### src/hdl/sst_pkg.sv
package sst_pkg;

	localparam int CAPACITY = 64;
	localparam int KEY_BITS = 32;
	localparam int IDX_W = $clog2(CAPACITY);
	localparam int CNT_W = $clog2(CAPACITY + 1);

	typedef enum logic [1:0] {
		ACT_INSERT = 2'd0,
		ACT_ERASE  = 2'd1,
		ACT_QUERY  = 2'd2,
		ACT_GET    = 2'd3
	} action_t;

	typedef enum logic [1:0] {
		ST_OK     = 2'd0,
		ST_REJECT = 2'd1,
		ST_FULL   = 2'd2
	} status_t;

	typedef struct packed {
		action_t     action;
		logic [31:0] key;
		logic [5:0]  rank;
	} req_t;

	typedef struct packed {
		logic [1:0]  status;
		logic [31:0] found_key;
		logic [6:0]  member_count;
	} rsp_t;

	typedef struct packed {
		logic ins_go;
		logic era_go;
	} cell_ctl_t;

	function automatic logic [KEY_BITS-1:0] to_key(input logic [31:0] k);
		logic [95:0] t;
		t = {64'd0, k};
		return t[KEY_BITS-1:0];
	endfunction

	function automatic logic [31:0] from_key(input logic [KEY_BITS-1:0] k);
		logic [95:0] t;
		t = '0;
		t[KEY_BITS-1:0] = k;
		return t[31:0];
	endfunction

endpackage

### src/hdl/sst_cell.sv
module sst_cell
	import sst_pkg::*;
(
	input  logic                clk,
	input  logic                arst_n,
	input  logic                capture,
	input  logic [KEY_BITS-1:0] cmp_key,
	input  cell_ctl_t           ctl,
	input  logic [KEY_BITS-1:0] new_key,
	input  logic [KEY_BITS-1:0] left_key,
	input  logic                left_occ,
	input  logic                left_ge,
	input  logic [KEY_BITS-1:0] right_key,
	input  logic                right_occ,
	output logic [KEY_BITS-1:0] key_q,
	output logic                occ_q,
	output logic                ge_s1,
	output logic                eq_s1
);

	logic ge_c;
	logic eq_c;

	// A cell is at or after the insertion point when it is empty or not below the key.
	assign ge_c = !(occ_q && (key_q < cmp_key));
	assign eq_c = occ_q && (key_q == cmp_key);

	always_ff @(posedge clk or negedge arst_n) begin
		if (!arst_n) begin
			occ_q <= 1'b0;
			ge_s1 <= 1'b0;
			eq_s1 <= 1'b0;
		end else begin
			if (capture) begin
				ge_s1 <= ge_c;
				eq_s1 <= eq_c;
			end
			if (ctl.ins_go) begin
				occ_q <= occ_q | left_occ;
			end else if (ctl.era_go && ge_s1) begin
				occ_q <= right_occ;
			end
		end
	end

	always_ff @(posedge clk) begin
		if (ctl.ins_go && ge_s1) begin
			key_q <= left_ge ? left_key : new_key;
		end else if (ctl.era_go && ge_s1) begin
			key_q <= right_key;
		end
	end

endmodule

### config.mk
export PLATFORM = sky130hd
export DESIGN_NAME = sst_cell
export DESIGN_NICKNAME = d
export VERILOG_FILES = /design/src/hdl/sst_pkg.sv /design/src/hdl/sst_cell.sv
export SDC_FILE = /design/constraint.sdc
export NUM_CORES = 1
export LEC_CHECK = 0
export BUFFER_PORTS_ARGS = -buffer_cell sky130_fd_sc_hd__buf_2
export CORE_ASPECT_RATIO = 1.4
export CORE_MARGIN = 2
export CORE_UTILIZATION = 42
export CTS_CLUSTER_DIAMETER = 200
export DETAILED_ROUTE_END_ITERATION = 12
export GPL_TIMING_DRIVEN = 0
export PLACE_DENSITY = 0.82
export SETUP_SLACK_MARGIN = 0.2
export SLEW_MARGIN = 30
export SYNTH_ARGS = -nofsm -noshare
export SYNTH_HDL_FRONTEND = slang
export SYNTH_SLANG_ARGS = --single-unit
### constraint.sdc
create_clock -name clk -period 2.36 [get_ports clk]
set_clock_uncertainty 0.1 [all_clocks]
set_input_delay 0.118 -clock clk [delete_from_list [all_inputs] [get_ports clk]]
set_output_delay 0.118 -clock clk [all_outputs]
set_load 0.02 [all_outputs]
Yosys cells after proc, flatten, opt, wreduce, memory -nomap -nowiden
Index checks and enable logic that the tools add are counted.

storage, ports and cells
  flip-flop bits (word level) = 35
  input port bits = 136
  output and inout port bits = 35
  logic and storage cells = 19

cells by class
  order comparisons = 1
  eq/ne operators = 1
  mux-type cells = 5
  bitwise operators = 1
  reduce and logical (&&, ||, !) cells = 7

operators with widths
  operator              count
  two-way mux 32 bit    3
  equality test 32 bit  1
  < comparator 32 bit   1
  logical AND 1 bit     4
  nonzero test 2 bit    2
  two-way mux 1 bit     2
  logical NOT 1 bit     1
  OR 1 bit              1

Logic depth before layout (Yosys ltp)
  word-level depth = 3
  mapped depth = 7
  gate-level depth less buffers = 7

Least setup slack after synthesis
No wires, ideal clock.

  kind = reg2reg
  start = register key_q[14]
  end = register ge_s1
  library setup time = 82 ps
  arrival = 1839 ps
  data required time = 2178 ps
  slack = 339 ps
  cell stages (with the launch flop) = 7
  buffers on the path = 0
  period minus slack after synthesis = 2021 ps
  cells stage by stage = edfxtp_1 > ha_1 > nand4_2 > or4_4 > a21oi_2 > o41ai_1 > a31oi_1

between the ends
  cells in the longest elaborated chain, start to end = 3

ends and longest elaborated chain
  what                    RTL line        RTL
  start, declared         sst_cell.sv:15  output logic [KEY_BITS-1:0] key_q,
  start signal, assigned  sst_cell.sv:48  key_q <= left_ge ? left_key : new_key;
  start signal, assigned  sst_cell.sv:50  key_q <= right_key;
  < comparator 32 bit     sst_cell.sv:25  assign ge_c = !(occ_q && (key_q < cmp_key));
  logical AND 1 bit       sst_cell.sv:25
  logical NOT 1 bit       sst_cell.sv:25
  end signal, assigned    sst_cell.sv:35  ge_s1 <= ge_c;
  end, declared           sst_cell.sv:17  output logic ge_s1,

No other way between the ends.
A chain may end at the register's enable or synchronous reset.

Worst setup path after layout
  start = register key_q[11]
  end = register ge_s1

Same word-level chain as after synthesis.

==> summary.md <==
| Metric | Value |
|---|---|
| Yosys cell types | `32` |
| Max VDD drop | `between 400 and 500 uV` |
| Vias/cell | `approximately 5.0` |
| Logic pwr share | `0.408` |
| Die Area | `~6700 um2` |
| Vert. Die Dim | `96.2 um` |
| Synth Register Bits | `35` |
| Post-synth top area share | `0.377` |
| Wire per inst | `approximately 14 um` |
| Cell count of the worst reg-to-reg path | `6` |
| Ports | `between 150 and 200` |
| Max-cap viol count | `0` |
| Final setup violation count | `0` |
| Drt drc | `0` |
| Total GRT Usage | `0.216` |
| Leading area contributor after synthesis | `edfxtp_1` |
| Clock tree from TritonCTS | `done` |
| Max frequency | `483 MHz` |
| Worst-Margin Slew | `approximately 0.79 ns` |
| Final Util | `0.615` |
| Post-route setup slack | `between 0.2 and 0.3 ns` |
| Mapped Area | `roughly 2500 um2` |
| Post-CTS setup buffer count | `0` |
| Cell Area, Placed | `around 3500 um2` |
| Sink Count | `35` |
| Crit. End Element | `register` |
| Initial Utilization | `0.435` |
| Vias in the first global route | `2655` |
| Int Power | `between 0.001 and 0.0015 W` |
| Die width | `between 60 and 70 um` |
| Sequential share of power | `0.410` |
| Outcome | `completed` |
| Syn avg cell area | `between 9 and 10 um2` |
| CTS H-tree lvls | `2` |
| Synth top area cells | `edfxtp_1 38%, ha_1 16%, mux2i_1 13%` |
| Pwr Density | `about 630 nW/um2` |
| Layout fillers | `about 540` |
| CP Max Fanout | `3` |
| RSZ-0062 raised after global routing | `false` |
| Clk slew on worst S/H paths | `roughly 0.070 ns` |
| Syn_nets | `around 430` |
| ANT nets after route | `0` |
| Initial DRT Pass Iterations | `4` |
| Fin crit period | `2.07 ns` |
| Reg-to-Reg End | `ge_s1` |
| WP data required | `between 2 and 2.5 ns` |
| Area grow syn2layout | `41.6%` |
| Clk root buf | `clkbuf_8` |
| Num rows | `33` |
| Final instance area | `approximately 3600 um2` |
| Largest net degree at the start of global routing | `33` |
| Final period util | `0.877` |
| Worst Setup EP | `ge_s1` |
| Seq/Total Area, Yosys | `0.406` |
| Nets | `about 600` |
| Final Wtd Congestion | `roughly 0.83` |
| Reg-to-reg slack, setup | `0.29 ns` |
| Mapped Cells | `264` |
| Final Power | `0.00227 W` |
| CTS Buf Count | `5` |
| Diodes inserted | `0` |
| Final Hold Fails | `0` |
| Initial antenna violation count | `0` |
| CP Class | `register to register` |
| Core Box Area | `5860 um2` |
| Port Buffers | `about 170` |
| Total negative setup slack | `0 ns` |
| Share of post-route cells with drive strength above 1 | `0.413` |
| Switching Fraction | `0.373` |
| Clk pwr share | `0.182` |
| Critical Path Start | `key_q[11]` |
| Via count | `about 2.6k` |
| P_sw | `0.000847 W` |
| Final number of max-transition violations | `0` |
| Clk Latency, worst-skew pair | `approximately 0.28 ns` |
| Leak pwr | `about 1.9 nW` |
| Slew HR | `0.476` |
| Grt total ovfl | `0` |
| Hold crit path type | `input pin to register` |
| DP Worst Slack | `slightly below 0.3 ns` |
| WL final | `roughly 7300 um` |
| Worst Path Arrival | `approximately 2.2 ns` |
| R2R Path Start | `key_q[11]` |
| Crit start category | `register` |
| CTS max path bufs | `2` |
| Drt first-iter violations | `70` |
| Post-DP HPWL | `6080 um` |
| YS warnings | `0` |
| First-pass GRT wire length | `around 11000 um` |
how the worst min path moves through the flow:
stage | start | end | slack [ns] | depth (start not counted)
after global placement | arst_n | eq_s1 | -0.18 | 1
after CTS | capture | ge_s1 | 0.01 | 3
after global routing | left_occ | occ_q | 0.05 | 3
after floorplan | arst_n | eq_s1 | -0.28 | 0
after detailed placement | arst_n | occ_q | -0.18 | 1
final | capture | ge_s1 | 0.03 | 3
per-stage QoR:
stage               hold slack [ns]  cells
floorplan                    -0.278    264
global placement             -0.184    503
detailed placement           -0.182    503
CTS                          0.0134    513
global route                 0.0544    513
finish                       0.0269    513
synthesized netlist by cell type:
library cell	n
or4_4	1
a21oi_1	46
edfxtp_1	32
a2111oi_0	1
a31oi_1	1
a22o_1	1
nand2_1	6
a21oi_2	1
a21boi_0	2
ha_1	32
inv_1	33
a21o_1	2
nand4_1	6
buf_2	3
mux2i_1	32
clkbuf_1	2
nor2_1	35
nand4_2	1
nor3_1	2
o2bb2ai_1	1
a311oi_1	1
o21ai_0	2
and2_1	1
buf_1	6
dfrtp_1	3
nand3_1	4
a211oi_1	1
o21a_1	2
nor2b_1	1
o41ai_1	1
o211ai_1	1
nor4_1	1
registers in the layout, indices dropped and copies added, names as in the netlist:
signal and count:
key_q 32, eq_s1 1, ge_s1 1, occ_q 1
layer usage:
metal,share of wire,GRT usage
met1,0.39,0.241
met2,0.54,0.402
met3,0.048,0.0398
met4,0.027,0.0929
met5,0,0
critical path: stages (launching register included):
cell	delay (ns)
edfxtp_1	0.47
ha_4	0.32
nand4_1	0.13
or4_4	0.55
a21oi_2	0.14
o41ai_1	0.10
a31oi_1	0.18
final cells by class:
class | count | area, um2 | area share
plain buffers | 11 | 45.0 | 0.0125
well taps | 70 | 87.6 | 0.0243
multi-input cells | 185 | 1370 | 0.380
repair buffers | 171 | 866 | 0.240
clock buffers | 6 | 72.6 | 0.0201
inverters | 33 | 124 | 0.0343
flip-flops and latches | 35 | 1040 | 0.287
clock inverters | 2 | 7.51 | 0.00208
logic make-up after synthesis:
group / count (synthesis) / share of synthesized area
adders and majority gates: 32 / 0.157
muxes: 32 / 0.126
and+or+nand+nor: 58 / 0.104
AOI/OAI and AO/OA: 63 / 0.141
buffers and inverters: 44 / 0.0663
DFF: 35 / 0.406
what timing repair did:
action	4_1_cts	5_1_grt
endpoints found under the hold margin	4	0
hold buffers	2	0
resized for setup	0	2
setup endpoints to repair	0	1
power by group through the flow:
stage / Combinational, W / Sequential (W) / Clock [W]
2_1_floorplan: 0.000414 / 0.00109 / 0
3_3_place_gp: 0.000894 / 0.000938 / 0
3_5_place_dp: 0.000923 / 0.000943 / 0
4_1_cts: 0.000930 / 0.000930 / 0.000417
5_1_grt: 0.00104 / 0.000949 / 0.000441
6_report: 0.000928 / 0.000933 / 0.000413
cell usage in the layout (no fill, tap or decap), types with 2 or more instances in the layout:
master         instances
nor2_1                35
ha_4                   2
a21o_1                 2
clkbuf_1               3
nand3_1                4
o21ai_0                2
clkinv_1               2
nand4_1                6
a21boi_0               2
dlygate4sd3_1          2
edfxtp_1              32
ha_1                  30
inv_1                 33
nand2_1                6
dfrtp_1                3
nor3_1                 2
a21oi_1               46
buf_2                172
mux2i_1               32
buf_1                  6
clkbuf_8               5
(Power assumes the default switching activity.)
